### config.mk
export PLATFORM = sky130hd
export DESIGN_NAME = serial_frame_encoder_crc16
export DESIGN_NICKNAME = d
export VERILOG_FILES = /design/src/design/sfe_pkg.sv /design/src/design/sfe_store.sv /design/src/design/sfe_frame.sv /design/src/design/serial_frame_encoder_crc16.sv
export SDC_FILE = /design/constraint.sdc
export NUM_CORES = 1
export LEC_CHECK = 0
export ABC_CLOCK_PERIOD_IN_PS = 4700
export BUFFER_PORTS_ARGS = -buffer_cell sky130_fd_sc_hd__buf_2
export CAP_MARGIN = 25
export CORE_UTILIZATION = 48
export DETAILED_ROUTE_END_ITERATION = 6
export PLACE_DENSITY = 0.69
export RECOVER_POWER = 25
export SYNTH_ARGS = -nofsm -noshare
export SYNTH_HDL_FRONTEND = slang
export SYNTH_SLANG_ARGS = --single-unit
### constraint.sdc
create_clock -name clock -period 4.7 [get_ports clock]
set_clock_uncertainty 0.05 [all_clocks]
set_input_delay 0.235 -clock clock [delete_from_list [all_inputs] [get_ports clock]]
set_output_delay 0.235 -clock clock [all_outputs]
set_load 0.02 [all_outputs]
### src/design/sfe_pkg.sv
`default_nettype none

package sfe_pkg;

   localparam logic [7:0] FLAG_BYTE     = 8'h7E;
   localparam logic [7:0] ESC_BYTE      = 8'h7D;
   localparam logic [7:0] ESC_MASK      = 8'h20;
   localparam logic [7:0] PROTO_BYTE    = 8'h45;
   localparam logic [7:0] DISPATCH_BYTE = 8'h00;
   localparam logic [7:0] NEWLINE_BYTE  = 8'h0A;

   // header byte order after the opening flag
   localparam int HDR_COUNT = 9;
   localparam logic [3:0] HDR_PROTO    = 4'd0;
   localparam logic [3:0] HDR_DISPATCH = 4'd1;
   localparam logic [3:0] HDR_DEST_HI  = 4'd2;
   localparam logic [3:0] HDR_DEST_LO  = 4'd3;
   localparam logic [3:0] HDR_SRC_HI   = 4'd4;
   localparam logic [3:0] HDR_SRC_LO   = 4'd5;
   localparam logic [3:0] HDR_LENGTH   = 4'd6;
   localparam logic [3:0] HDR_GROUP    = 4'd7;
   localparam logic [3:0] HDR_TYPE     = 4'd8;

   // control register indexes
   localparam int CSR_IDX_W = 3;
   localparam int CSR_DATA_W = 16;
   localparam logic [CSR_IDX_W-1:0] CSR_MSG_TYPE  = 3'd0;
   localparam logic [CSR_IDX_W-1:0] CSR_GROUP_ID  = 3'd1;
   localparam logic [CSR_IDX_W-1:0] CSR_DEST_ADDR = 3'd2;
   localparam logic [CSR_IDX_W-1:0] CSR_SRC_ADDR  = 3'd3;

   typedef struct packed {
      logic [7:0]  msg_type;
      logic [7:0]  group_id;
      logic [15:0] dest_addr;
      logic [15:0] src_addr;
   } hdr_cfg_type;

   function automatic logic [15:0] crc_update(input logic [15:0] crc, input logic [7:0] b);
      logic [15:0] c;
      c = {crc[7:0], crc[15:8]};
      c = c ^ {8'h00, b};
      c = c ^ {12'h000, c[7:4]};
      c = c ^ {c[3:0], 12'h000};
      c = c ^ {3'b000, c[7:0], 5'b00000};
      return c;
   endfunction

   function automatic logic [7:0] hdr_byte(input logic [3:0] idx, input hdr_cfg_type cfg,
                                           input logic [7:0] len_byte);
      logic [7:0] r;
      unique case (idx)
         HDR_PROTO:    r = PROTO_BYTE;
         HDR_DISPATCH: r = DISPATCH_BYTE;
         HDR_DEST_HI:  r = cfg.dest_addr[15:8];
         HDR_DEST_LO:  r = cfg.dest_addr[7:0];
         HDR_SRC_HI:   r = cfg.src_addr[15:8];
         HDR_SRC_LO:   r = cfg.src_addr[7:0];
         HDR_LENGTH:   r = len_byte;
         HDR_GROUP:    r = cfg.group_id;
         HDR_TYPE:     r = cfg.msg_type;
         default:      r = 8'h00;
      endcase
      return r;
   endfunction

endpackage

`default_nettype wire

### src/design/sfe_store.sv
`default_nettype none

module sfe_store #(
   parameter int DEPTH  = 16,
   parameter int ADDR_W = 4
) (
   input  wire logic              clock,
   input  wire logic              wr_en,
   input  wire logic [ADDR_W-1:0] wr_addr,
   input  wire logic [7:0]        wr_data,
   input  wire logic              rd_en,
   input  wire logic [ADDR_W-1:0] rd_addr,
   output logic      [7:0]        rd_data
);

   logic [7:0] store_ff [DEPTH];
   logic [7:0] rd_data_ff;

   always_ff @(posedge clock) begin
      if (wr_en) begin
         store_ff[wr_addr] <= wr_data;
      end
      if (rd_en) begin
         rd_data_ff <= store_ff[rd_addr];
      end
   end

   assign rd_data = rd_data_ff;

endmodule

`default_nettype wire

### src/design/sfe_frame.sv
`default_nettype none

module sfe_frame
   import sfe_pkg::*;
#(
   parameter int PAYLOAD_BYTES = 16,
   parameter int CNT_W         = 5,
   parameter int IDX_W         = 4
) (
   input  wire logic             clock,
   input  wire logic             reset,
   input  wire logic             start,
   input  wire logic [CNT_W-1:0] start_len,
   input  wire hdr_cfg_type      hdr_cfg,
   output logic                  busy,
   output logic                  mem_rd_en,
   output logic      [IDX_W-1:0] mem_rd_addr,
   input  wire logic [7:0]       mem_rd_data,
   output logic                  rsp_valid,
   input  wire logic             rsp_ready,
   output logic      [7:0]       rsp_line_byte,
   output logic                  rsp_frame_end
);

   localparam int POS_W     = $clog2(PAYLOAD_BYTES + 13);
   localparam int PAY_FIRST = 1 + HDR_COUNT;
   localparam int PAY_LAST  = PAY_FIRST + PAYLOAD_BYTES - 1;
   localparam int CRC_LO    = PAY_LAST + 1;
   localparam int CRC_HI    = PAY_LAST + 2;
   localparam int LAST_POS  = PAY_LAST + 3;

   localparam logic [1:0] ST_IDLE  = 2'd0;
   localparam logic [1:0] ST_FETCH = 2'd1;
   localparam logic [1:0] ST_EMIT  = 2'd2;
   localparam logic [1:0] ST_ESC   = 2'd3;

   logic [1:0]       state_ff, state_in;
   logic [POS_W-1:0] pos_ff, pos_in;
   logic [CNT_W-1:0] len_ff, len_in;
   logic [15:0]      crc_ff, crc_in;
   logic             pad_ff, pad_in;
   logic [7:0]       esc_ff, esc_in;
   logic             out_valid_ff, out_valid_in;
   logic [7:0]       out_byte_ff, out_byte_in;
   logic             out_end_ff, out_end_in;

   logic [POS_W-1:0] pay_idx;
   logic             in_hdr, in_pay, in_crc, is_last;
   logic [7:0]       raw;
   logic             need_esc;
   logic             out_free;

   assign pay_idx = pos_ff - POS_W'(PAY_FIRST);
   assign in_hdr  = (pos_ff >= POS_W'(1)) && (pos_ff < POS_W'(PAY_FIRST));
   assign in_pay  = (pos_ff >= POS_W'(PAY_FIRST)) && (pos_ff <= POS_W'(PAY_LAST));
   assign in_crc  = (pos_ff == POS_W'(CRC_LO)) || (pos_ff == POS_W'(CRC_HI));
   assign is_last = (pos_ff == POS_W'(LAST_POS));
   assign out_free = !out_valid_ff || rsp_ready;

   always_comb begin
      if (in_hdr) begin
         raw = hdr_byte(4'(pos_ff - POS_W'(1)), hdr_cfg, 8'(PAYLOAD_BYTES));
      end else if (in_pay) begin
         raw = pad_ff ? 8'h00 : mem_rd_data;
      end else if (pos_ff == POS_W'(CRC_LO)) begin
         raw = crc_ff[7:0];
      end else if (pos_ff == POS_W'(CRC_HI)) begin
         raw = crc_ff[15:8];
      end else begin
         raw = FLAG_BYTE;
      end
   end

   assign need_esc = (in_hdr || in_pay || in_crc) && ((raw == FLAG_BYTE) || (raw == ESC_BYTE));

   assign mem_rd_en   = (state_ff == ST_FETCH) && in_pay && (pay_idx < POS_W'(len_ff));
   assign mem_rd_addr = pay_idx[IDX_W-1:0];

   always_comb begin
      state_in     = state_ff;
      pos_in       = pos_ff;
      len_in       = len_ff;
      crc_in       = crc_ff;
      pad_in       = pad_ff;
      esc_in       = esc_ff;
      out_valid_in = out_valid_ff && !rsp_ready;
      out_byte_in  = out_byte_ff;
      out_end_in   = out_end_ff;
      unique case (state_ff)
         ST_IDLE: begin
            if (start) begin
               state_in = ST_FETCH;
               pos_in   = '0;
               len_in   = start_len;
               crc_in   = '0;
            end
         end
         ST_FETCH: begin
            // store data is registered and used in the EMIT state that follows; pad bytes skip the read
            pad_in   = !mem_rd_en;
            state_in = ST_EMIT;
         end
         ST_EMIT: begin
            if (out_free) begin
               out_valid_in = 1'b1;
               out_end_in   = is_last;
               if (in_hdr || in_pay) begin
                  crc_in = crc_update(crc_ff, raw);
               end
               if (need_esc) begin
                  out_byte_in = ESC_BYTE;
                  esc_in      = raw ^ ESC_MASK;
                  state_in    = ST_ESC;
               end else begin
                  out_byte_in = raw;
                  if (is_last) begin
                     state_in = ST_IDLE;
                     crc_in   = '0;
                  end else begin
                     pos_in   = pos_ff + POS_W'(1);
                     state_in = ST_FETCH;
                  end
               end
            end
         end
         ST_ESC: begin
            if (out_free) begin
               out_valid_in = 1'b1;
               out_end_in   = 1'b0;
               out_byte_in  = esc_ff;
               pos_in       = pos_ff + POS_W'(1);
               state_in     = ST_FETCH;
            end
         end
         default: begin
            state_in = ST_IDLE;
         end
      endcase
   end

   always_ff @(posedge clock) begin
      if (reset) begin
         state_ff     <= ST_IDLE;
         out_valid_ff <= 1'b0;
         crc_ff       <= '0;
         pos_ff       <= '0;
      end else begin
         state_ff     <= state_in;
         out_valid_ff <= out_valid_in;
         crc_ff       <= crc_in;
         pos_ff       <= pos_in;
      end
      len_ff      <= len_in;
      pad_ff      <= pad_in;
      esc_ff      <= esc_in;
      out_byte_ff <= out_byte_in;
      out_end_ff  <= out_end_in;
   end

   assign busy          = (state_ff != ST_IDLE);
   assign rsp_valid     = out_valid_ff;
   assign rsp_line_byte = out_byte_ff;
   assign rsp_frame_end = out_end_ff;

endmodule

`default_nettype wire

### src/design/serial_frame_encoder_crc16.sv
// Channel   Ports                                      Direction
// request   req_valid, req_ready, req_data_byte        in
// response  rsp_valid, rsp_ready, rsp_line_byte,       out
//           rsp_frame_end
// control   csr_wr_en, csr_index, csr_wr_data          in
//
// A request that does not close a frame is taken and written to the payload
// store. A closing request starts a frame of PAYLOAD_BYTES + 13 bytes plus
// escapes; each frame byte passes a fetch step (a store read for stored payload
// bytes), then an emit step, and an escaped byte adds a second emit step.
// req_ready is low while a frame is being emitted; a stalled response holds the
// emitter in place. Reset clears the fill count and CRC and returns the control
// registers to their default values.
`default_nettype none

module serial_frame_encoder_crc16
   import sfe_pkg::*;
#(
   parameter int PAYLOAD_BYTES = 16
) (
   input  wire logic                  clock,
   input  wire logic                  reset,
   input  wire logic                  req_valid,
   output logic                       req_ready,
   input  wire logic [7:0]            req_data_byte,
   output logic                       rsp_valid,
   input  wire logic                  rsp_ready,
   output logic      [7:0]            rsp_line_byte,
   output logic                       rsp_frame_end,
   input  wire logic                  csr_wr_en,
   input  wire logic [CSR_IDX_W-1:0]  csr_index,
   input  wire logic [CSR_DATA_W-1:0] csr_wr_data
);

   localparam int CNT_W = $clog2(PAYLOAD_BYTES + 1);
   localparam int IDX_W = (PAYLOAD_BYTES > 1) ? $clog2(PAYLOAD_BYTES) : 1;

   logic [CNT_W-1:0] fill_count_ff, fill_count_in;
   hdr_cfg_type      cfg_ff, cfg_in;
   logic             accept;
   logic [CNT_W-1:0] fill_next;
   logic             flush;
   logic             busy;
   logic             mem_rd_en;
   logic [IDX_W-1:0] mem_rd_addr;
   logic [7:0]       mem_rd_data;

   assign accept    = req_valid && req_ready;
   assign fill_next = fill_count_ff + CNT_W'(1);
   assign flush     = (fill_next == CNT_W'(PAYLOAD_BYTES)) || (req_data_byte == NEWLINE_BYTE);
   assign req_ready = !busy;

   always_comb begin
      fill_count_in = fill_count_ff;
      if (accept) begin
         fill_count_in = flush ? '0 : fill_next;
      end
   end

   always_comb begin
      cfg_in = cfg_ff;
      if (csr_wr_en) begin
         unique case (csr_index)
            CSR_MSG_TYPE:  cfg_in.msg_type  = csr_wr_data[7:0];
            CSR_GROUP_ID:  cfg_in.group_id  = csr_wr_data[7:0];
            CSR_DEST_ADDR: cfg_in.dest_addr = csr_wr_data;
            CSR_SRC_ADDR:  cfg_in.src_addr  = csr_wr_data;
            default:       cfg_in = cfg_ff;
         endcase
      end
   end

   always_ff @(posedge clock) begin
      if (reset) begin
         fill_count_ff    <= '0;
         cfg_ff.msg_type  <= 8'd10;
         cfg_ff.group_id  <= 8'd67;
         cfg_ff.dest_addr <= 16'd65535;
         cfg_ff.src_addr  <= 16'd65503;
      end else begin
         fill_count_ff <= fill_count_in;
         cfg_ff        <= cfg_in;
      end
   end

   sfe_store #(
      .DEPTH  (PAYLOAD_BYTES),
      .ADDR_W (IDX_W)
   ) u_store (
      .clock   (clock),
      .wr_en   (accept),
      .wr_addr (fill_count_ff[IDX_W-1:0]),
      .wr_data (req_data_byte),
      .rd_en   (mem_rd_en),
      .rd_addr (mem_rd_addr),
      .rd_data (mem_rd_data)
   );

   sfe_frame #(
      .PAYLOAD_BYTES (PAYLOAD_BYTES),
      .CNT_W         (CNT_W),
      .IDX_W         (IDX_W)
   ) u_frame (
      .clock         (clock),
      .reset         (reset),
      .start         (accept && flush),
      .start_len     (fill_next),
      .hdr_cfg       (cfg_ff),
      .busy          (busy),
      .mem_rd_en     (mem_rd_en),
      .mem_rd_addr   (mem_rd_addr),
      .mem_rd_data   (mem_rd_data),
      .rsp_valid     (rsp_valid),
      .rsp_ready     (rsp_ready),
      .rsp_line_byte (rsp_line_byte),
      .rsp_frame_end (rsp_frame_end)
   );

endmodule

`default_nettype wire

# [Yosys cells after proc, flatten, opt, wreduce, memory -nomap -nowiden]
# Memory sizes are Yosys's and may differ from the RTL's. A register that Yosys moved wholly into a read port is not among the register bits.
# Cells that the tools add are included.
[classes] n_mul=0 eq_ne=25 reduce_logical=36 bitwise_logic=5 n_addsub=4 muxes=36 n_shift=0 order_cmp=5 div_mod_pow=0
[op_table] op="16-bit two-way mux" count=5
[op_table] op="8-bit two-way mux" count=8
[op_table] op="8-bit one-hot mux with 8 select lines" count=1
[op_table] op="16-bit one-hot mux with 2 select lines" count=1
[op_table] op="5-bit two-way mux" count=6
[op_table] op="5-bit equality test (second input constant)" count=4
[op_table] op="4-bit by 3-bit equality test with 1-bit output (second input constant)" count=4
[op_table] op="8-bit by 7-bit equality test with 1-bit output (second input constant)" count=2
[op_table] op="8-bit one-hot mux with 2 select lines" count=1
[op_table] op="16-bit by 13-bit bitwise XOR with 16-bit output" count=1
[op_table] op="16-bit bitwise XOR" count=1
[op_table] op="16-bit by 4-bit bitwise XOR with 16-bit output" count=1
[op_table] op="16-bit by 8-bit bitwise XOR with 16-bit output" count=1
[op_table] op="5-bit one-hot mux with 3 select lines" count=1
[op_table] op="3-bit AND reduction" count=4
[op_table] op="5-bit by 1-bit adder with 5-bit output (second input constant)" count=2
[op_table] op="2-bit AND reduction" count=5
[op_table] op="4-bit by 2-bit equality test with 1-bit output (second input constant)" count=2
[op_table] op="8-bit by 4-bit equality test with 1-bit output (second input constant)" count=1
[op_table] op="1-bit logical AND" count=8
[op_table] op="2-bit two-way mux" count=4
[op_table] op="2-bit one-hot mux with 4 select lines" count=1
[op_table] op="1-bit two-way mux" count=7
[op_table] op="3-bit by 2-bit equality test with 1-bit output (second input constant)" count=2
[op_table] op="24 further kinds" count=38
[word_totals] regBits=100 output_inout_bits=11 latchBits=0 memories=1 mem_bits_rw=128 romBits=0 wordCells=126
[memory_table] memory="u_store.store_ff" words=16 width=8 rd=1 rd_clocked_by_memory_dff=1 wr=1 line_no="sfe_store.sv:16" text="logic [7:0] store_ff [DEPTH];"

# [Longest topological paths before layout]
# Gate-level depths: netlist (run 1).
[logic_depth] depth_word=14 depth_mapped=15 mapped_depth_nobuf=11

# [Cells and area by module]
# Synthesis (run 1) repeated with hierarchy kept, for this count alone.
[unflattened] cells_unflattened=816 hier_area_um2=10766.6
[modules_own_cells] mod="sfe_store" n_inst=1 area_each_um2=5227.5 cells_per_inst=229
[modules_own_cells] mod="sfe_frame" n_inst=1 area_each_um2=3423.3 cells_per_inst=369
[modules_own_cells] mod="serial_frame_encoder_crc16" n_inst=1 area_each_um2=2115.8 cells_per_inst=218

# [Worst setup path after synthesis (run 1)]
# OpenSTA, ideal clock, no wires.
[synth_path] path_type="register -> register" start="register u_frame.pos_ff[1]" end="register u_frame.esc_ff[0] (enable)" arrival_time_ps=3829 setup_time_ps=395 synth_period_minus_slack_ps=4273 path_buffers=3 setup_slack_ps=427 stages_incl_launch_ff=13 required_ps=4255 path_cell_list="dfxtp_1 > clkbuf_1 > clkbuf_1 > inv_1 > ha_1 > a21boi_4 > or3_1 > buf_4 > a22oi_4 > o32ai_4 > a211oi_2 > nand3b_2 > nor4_1"
[synth_between] elab_chain_cells=9 elab_cells_between_ends=30 classes_between="add/sub: 1; order compare: 4; eq/ne: 11; mux: 5; reduce/logical: 9"
[synth_rtl] item="start: declaration" line_no="sfe_frame.sv:38" text="logic [POS_W-1:0] pos_ff, pos_in;"
[synth_rtl] item="start signal: assignment" line_no="sfe_frame.sv:151" text="pos_ff <= pos_in;"
[synth_rtl] item="parallel branches: the longest is 7 deep, another holds 4-bit by 1-bit subtractor with 4-bit output"
[synth_rtl] item="1-bit logical AND (*)" line_no="sfe_frame.sv:74" text="assign need_esc = (in_hdr || in_pay || in_crc) && ((raw == FLAG_BYTE) || (raw == ESC_BYTE));"
[synth_rtl] item="3-bit AND reduction (no source line) (*)"
[synth_rtl] item="end signal: assignment" line_no="sfe_frame.sv:155" text="esc_ff <= esc_in;"
[synth_rtl] item="end: declaration" line_no="sfe_frame.sv:42" text="logic [7:0] esc_ff, esc_in;"
# Mark *: on every way between the ends.
# A chain may end at the register's enable or synchronous reset.

# [Final worst setup path (run 1)]
[layout_path] start="register u_frame.pos_ff[2]" end="register u_frame.crc_ff[2]"
[layout_between] elab_chain_cells=14 elab_cells_between_ends=39 classes_between="add/sub: 1; order compare: 4; eq/ne: 12; mux: 10; bitwise: 4; reduce/logical: 8"
[layout_rtl] item="parallel branches: the longest is 11 deep, another holds 4-bit by 1-bit subtractor with 4-bit output"
[layout_rtl] item="16-bit two-way mux (*)" line_no="sfe_frame.sv:110" text="if (need_esc) begin"
[layout_rtl] item="16-bit two-way mux (*)" line_no="sfe_frame.sv:104" text="if (out_free) begin"
[layout_rtl] item="16-bit one-hot mux with 2 select lines (*)" line_no="sfe_frame.sv:89" text="unique case (state_ff)"
[layout_rtl] item="end signal: assignment" line_no="sfe_frame.sv:150" text="crc_ff <= crc_in;"
[layout_rtl] item="end: declaration" line_no="sfe_frame.sv:40" text="logic [15:0] crc_ff, crc_in;"
# Mark *: on every way between the ends. The select of a mux whose other input is x is not followed.

==> results.ini, run 1 <==
[outcome]
status = complete, no violations

[synth]
synthCells = 796
synth.largest_area_cell = edfxtp_1
synth_edf_count = 159
synthFlopType = edfxtp_1
ys_types = 79
avgSynthCellArea_sq_um = 13.3
synth-seq-cells = 236
synthTopCellsByArea = edfxtp_1, dfxtp_1, mux4_2, nand2_1, ha_1
synth-simple-area-share_pct = 11.7
yosys.area_share.adder_pct = 2.60
yosys_warnings = 0
synth_commonest_cells = edfxtp_1, nand2_1, dfxtp_1
async_flop_share_pct = 0
synth_compound_area_share_pct = 8.79
seq_area_frac_synth_pct = 59.6
synth-xor-area-share_pct = 3.76
synth_top_family_by_area = simple AND/OR/NAND/NOR gates
synthMuxAreaShare_pct = 11.1
synth_top_area_share_pct = 45.0
syn_area_sq_um = 10600
yosysMostFrequentCell = edfxtp_1
synth_nets = 850

[sta]
relSlewSlack_pct = 34.7
finalSetupViolCount = 0
fin_crit_ns = 3.72
hold_viol = 0
tightest_slew_ns = 0.975
max_freq_mhz = 269
setup_slack_ns = 0.980
rsz0062_at_grt = no
setup_tns_ns = 0
slew_violations = 0
min_period_over_period_pct = 79.2

[clocking]
insertion_delay_ns = 0.52
clkTransAtPathRegs_ns = 0.06
holdBufCountCts = 17
cts_resized = 0
numCtsBuffers = 24
clk_path_buf_depth = 3
cts_tree = done
post-cts-setup-buffers = 0
cts.sinks = 236
cts-htree-levels = 1
root_buffer = clkbuf_16

[floorplan]
fp.dieW_um = 151
die_area_sq_um = 22700
start_util_pct = 48.7
num_io_pins = 43
die_h_um = 151
core_sq_um = 21800
num_rows = 54

[final_layout]
fin_util_pct = 55.1
nets = 907
diodes = 0
fillerInstances = 1790
layout-drive-gt1-share_pct = 18.9
final_cells = 1151
area_growth_syn_to_layout_pct = 13.1

[critical_path]
crit_type = register to register
r2r_cells = 11
r2r_end = u_frame.crc_ff[2]$_SDFFE_PP0P_
cp.arrival_ns = 4.11
crit_end = u_frame.crc_ff[2]$_SDFFE_PP0P_
setup.worst_path.start_class = register
rrSetupSlack_ns = 0.98
r2r_start = u_frame.pos_ff[2]$_SDFFE_PP0P_
crit_path_start = u_frame.pos_ff[2]$_SDFFE_PP0P_
end_kind = register
required_ns = 5.09
path_max_fanout = 12

[drt]
vias_per_cell = 5.67
drt-total-wl_um = 22000
wire_per_inst_um = 19.2
dr.pass1.iters = 6
final_antenna_net_count = 0
drt-initial-drc-count = 408
route.vias.total = 6521
drc = 0

[global_route]
grt_start_max_net_pins = 38
grt-ovfl-total = 0
grt_use_total_pct = 20.0
grt_pass1_vias = 6424
antenna_found_initial = 0
grt_pass1_wl_um = 34600

[power_and_ir_drop]
power.leakage_uw = 0.00425
ir_drop_v = 0.000249
p_per_area_nw_per_um2 = 355

[job]
drv_cap = 0

[placed_design]
placed_cells = 1090
hpwl_um = 15000
place_congestion = 0.905
pre_cts_slack_ns = 1.01
portBuffers = 42

[worst_hold_path]
hold_path_class = input pin to register

[registers in the layout, indices dropped and copies added, names as in the netlist]
name	count
cfg_ff	48
fill_count_ff	5
u_frame.crc_ff	16
u_frame.esc_ff	8
u_frame.len_ff	5
u_frame.pad_ff	1
u_frame.pos_ff	5
u_frame.rsp_frame_end	1
u_frame.rsp_line_byte	8
u_frame.rsp_valid	1
u_frame.state_ff	2
u_store.rd_data	8
u_store.store_ff	128
[placed cells by master, fill, tap and decap left out, types with 7 or more instances in the layout]
cell / count
nor2_1: 42
inv_1: 20
nand2b_1: 14
nand3_1: 43
mux4_2: 40
xnor2_1: 15
xor2_1: 12
edfxtp_1: 159
a22o_1: 8
ha_1: 22
dlygate4sd3_1: 17
buf_2: 34
nand2_1: 110
clkbuf_1: 16
clkbuf_16: 24
o21ai_0: 18
mux2_2: 7
mux2i_1: 20
a21oi_1: 17
buf_4: 11
nor3_1: 8
xnor2_2: 9
dfxtp_1: 76
[worst max-delay path, cell delays in order (launching register included)]
cell	delay, ns
dfxtp_1	0.60
inv_1	0.17
ha_1	0.27
a21boi_4	0.30
or3_1	0.38
nand4b_1	0.23
and4_1	0.25
o21ai_0	0.32
o221ai_4	0.23
nor2_4	0.20
o211ai_2	0.34
o21ai_0	0.28
[through the flow]
stage	area, sq um	hold slack, ns	power, uW
floorplan	10600	0.284	2390
global placement	11100	0.404	2460
detailed placement	11100	0.412	2460
CTS	12000	0.0151	4300
global route	12000	0.0356	4390
finish	12000	0.0260	4260
[logic make-up (layout without fill, tap and decap cells)]
group,after synthesis,in the layout
compound gates,114,114
fa+ha+maj,22,22
xor+xnor,37,37
buf+inv,61,136
simple gates,259,259
flops,236,236
mux,67,67
[per-layer routing]
layer / GRT usage (%) / part of all wire (%) / vias up
met3: 3.18 / 4.3 / 40
li1: - / - / 3099
met2: 34.9 / 51 / 158
met5: 0 / 0 / -
met4: 6.55 / 2.5 / 0
met1: 25.4 / 42 / 3224
[area by class of cell]
class                           instances  area, sq um  area share, %
Clock buffer                           36          686           5.71
Clock inverter                          8         77.6          0.647
Inverter                               22         82.6          0.688
Multi-Input combinational cell        499         4030           33.6
Sequential cell                       236         6320           52.7
Tap cell                              280          350           2.92
Timing Repair Buffer                   70          453           3.78
[worst min-delay path by stage]
| stage | slack (ns) | end | startpoint | cells after the start |
|---|---|---|---|---|
| global route | 0.04 | u_frame.rsp_valid$_SDFF_PP0_ | rsp_ready | 3 |
| floorplan | 0.28 | u_store.store_ff[0][0]$_DFFE_PP_ | req_data_byte[0] | 0 |
| global placement | 0.40 | cfg_ff[4]$_SDFFE_PP1P_ | cfg_ff[4]$_SDFFE_PP1P_ | 2 |
| finish | 0.03 | u_frame.rsp_valid$_SDFF_PP0_ | rsp_ready | 3 |
| detailed placement | 0.41 | cfg_ff[5]$_SDFFE_PP0P_ | cfg_ff[5]$_SDFFE_PP0P_ | 2 |
| CTS | 0.02 | u_frame.rsp_valid$_SDFF_PP0_ | rsp_ready | 3 |
[power breakdown]
group          switching [uW]  internal (uW)  total (uW)
clock                     767           1070        1830
sequential               19.8           2250        2270
combinational             101           60.1         161
Power figures use the tool's default switching activity.
==> run 2, diff against run 1 <==
- ABC_CLOCK_PERIOD_IN_PS: 4700 -> 3300
- PLACE_DENSITY: 0.69 -> 0.71
- clock period: 4.7 -> 3.3 ns (I/O delays scaled with it)
==> run 2 against run 1 <==
  * Cell area up 2.9%
  * Utilization increased by 1.6 points
  * Cell count grew 3.0%
  * Critical path depth up 1
  * Fmax increased by 19%
  * Count of clock-buffer cells in the layout is 1 lower
  * Critical endpoint is now u_frame.crc_ff[1]$_SDFFE_PP0P_
  * Largest cell class unchanged
==> results.ini, run 2 (synthesis results as in run 1) <==
[final_layout]
layout_commonest_cell = edfxtp_1
nets = 941
largest_register_ff_count = 128
final_cells = 1186
area_growth_syn_to_layout_pct = 16.4
layout-drive-gt1-share_pct = 21.9
fin_util_pct = 56.7
top_regs = u_store.store_ff: 128 flops, cfg_ff: 48 flops, u_frame.crc_ff: 16 flops
layout_common_cells = edfxtp_1, nand2_1, dfxtp_1, nand3_1, nor2_1
top_register = u_store.store_ff
diodes = 0

[global_route]
grt_pass1_vias = 6395
antenna_found_initial = 0
grt_use_total_pct = 20.1
grt-ovfl-total = 0
grt_pass1_wl_um = 34700
grt_start_max_net_pins = 38

[critical_path]
required_ns = 3.67
end_kind = register
max_stage_delay_ns = 0.36
cp_slowest_cell = a21boi_4
r2r_start = u_frame.pos_ff[2]$_SDFFE_PP0P_
cp_top_family = compound AO/OA/AOI/OAI gates
r2r_end = u_frame.crc_ff[1]$_SDFFE_PP0P_
rrSetupSlack_ns = 0.18
path_max_fanout = 7
cp.arrival_ns = 3.49
crit_path_start = u_frame.pos_ff[2]$_SDFFE_PP0P_
critPathBufInv = 2
crit_chain = inv_1, ha_1, a21boi_4, xnor2_2, and3_1, a22o_1, and3_1, o221ai_4, nor2_4, buf_4, o211a_1, a22o_1
setup.worst_path.start_class = register
crit_type = register to register
r2r_cells = 12

[clocking]
cts.sinks = 236
post-cts-setup-buffers = 0
insertion_delay_ns = 0.53
numCtsBuffers = 25
clkTransAtPathRegs_ns = 0.06
clk_path_buf_depth = 3
root_buffer = clkbuf_16
cts-htree-levels = 1
cts_tree = done

[sta]
min_period_over_period_pct = 94.6
fin_crit_ns = 3.12
setup_tns_ns = 0
finalSetupViolCount = 0
tightest_slew_ns = 0.960
hold_viol = 0
relSlewSlack_pct = 35.8
max_freq_mhz = 320
slew_violations = 0
hold_slack_ns = 0.0611

[drt]
final_antenna_net_count = 0
drt-total-wl_um = 22100
dr.pass1.iters = 5
drc = 0
route.vias.total = 6641
drt-initial-drc-count = 539
vias_per_cell = 5.60
wire_per_inst_um = 18.7

[placed_design]
hpwl_um = 15100
portBuffers = 42
placed_cells = 1115
place_congestion = 0.885

[worst_hold_path]
hold_depth = 2
whs_endpoint = cfg_ff[42]$_SDFFE_PP0P_
min-delay-start = reset
hold_path_class = input pin to register

[floorplan]
num_io_pins = 43
fp.dieW_um = 151
die_h_um = 151
die_area_sq_um = 22700
num_rows = 54
start_util_pct = 48.7
core_sq_um = 21800

[job]
drv_cap = 0

[power_and_ir_drop]
p_per_area_nw_per_um2 = 491
power.leakage_uw = 0.00443
ir_drop_v = 0.000453

[outcome]
status = complete, no violations

[run 2: changes by cell type in the layout (fill, tap and decap cells not counted), sizes merged]
cell	before	now
buf	45	71
dlygate4sd3	17	25
clkbuf	44	42
clkinvlp	0	2
bufinv	1	0
clkinv	7	8
inv	22	23
[run 2: routing by layer]
metal,global-route usage (%),vias to the layer above,wire (um)
li1,-,3175,-
met1,25.7,3236,9340
met2,35.4,179,11200
met3,2.67,51,971
met4,6.00,0,656
met5,0,-,0
[run 2: where the power goes]
part	internal, uW	switching [uW]
combinational	93.4	145
sequential	3200	27.2
clock	1480	1110
total	4780	1280
[run 2: final cells by class]
| cell class | count | area, sq um |
|---|---|---|
| Fill cell | 1757 | 9420 |
| Sequential cell | 236 | 6320 |
| Multi-Input combinational cell | 499 | 4090 |
| Timing Repair Buffer | 103 | 734 |
| Clock buffer | 35 | 703 |
| Tap cell | 280 | 350 |
| Inverter | 22 | 82.6 |
| Clock inverter | 11 | 58.8 |
[run 2: worst max-delay path by stage]
stage | endpoint | depth (start not counted)
2_1_floorplan | u_frame.esc_ff[0]$_DFFE_PP_ | 12
3_3_place_gp | u_frame.crc_ff[3]$_SDFFE_PP0P_ | 11
3_5_place_dp | u_frame.crc_ff[3]$_SDFFE_PP0P_ | 12
4_1_cts | u_frame.crc_ff[3]$_SDFFE_PP0P_ | 12
5_1_grt | u_frame.crc_ff[12]$_SDFFE_PP0P_ | 14
6_report | u_frame.crc_ff[1]$_SDFFE_PP0P_ | 12
[run 2: stage by stage]
stage          cell area, sq um  worst slack, ns  power (uW)
2_1_floorplan             10600           0.0486        3400
3_5_place_dp              11300           0.0208        3510
3_3_place_gp              11300            0.102        3500
6_report                  12300            0.178        6060
4_1_cts                   12300         0.000837        6110
5_1_grt                   12300          -0.0355        6250
[run 2: repair_timing]
action / CTS / global route
hold endpoints to repair: 163 / 0
endpoints found under the setup margin: 0 / 18
gates resized for setup: 0 / 5
hold buffers: 25 / 0
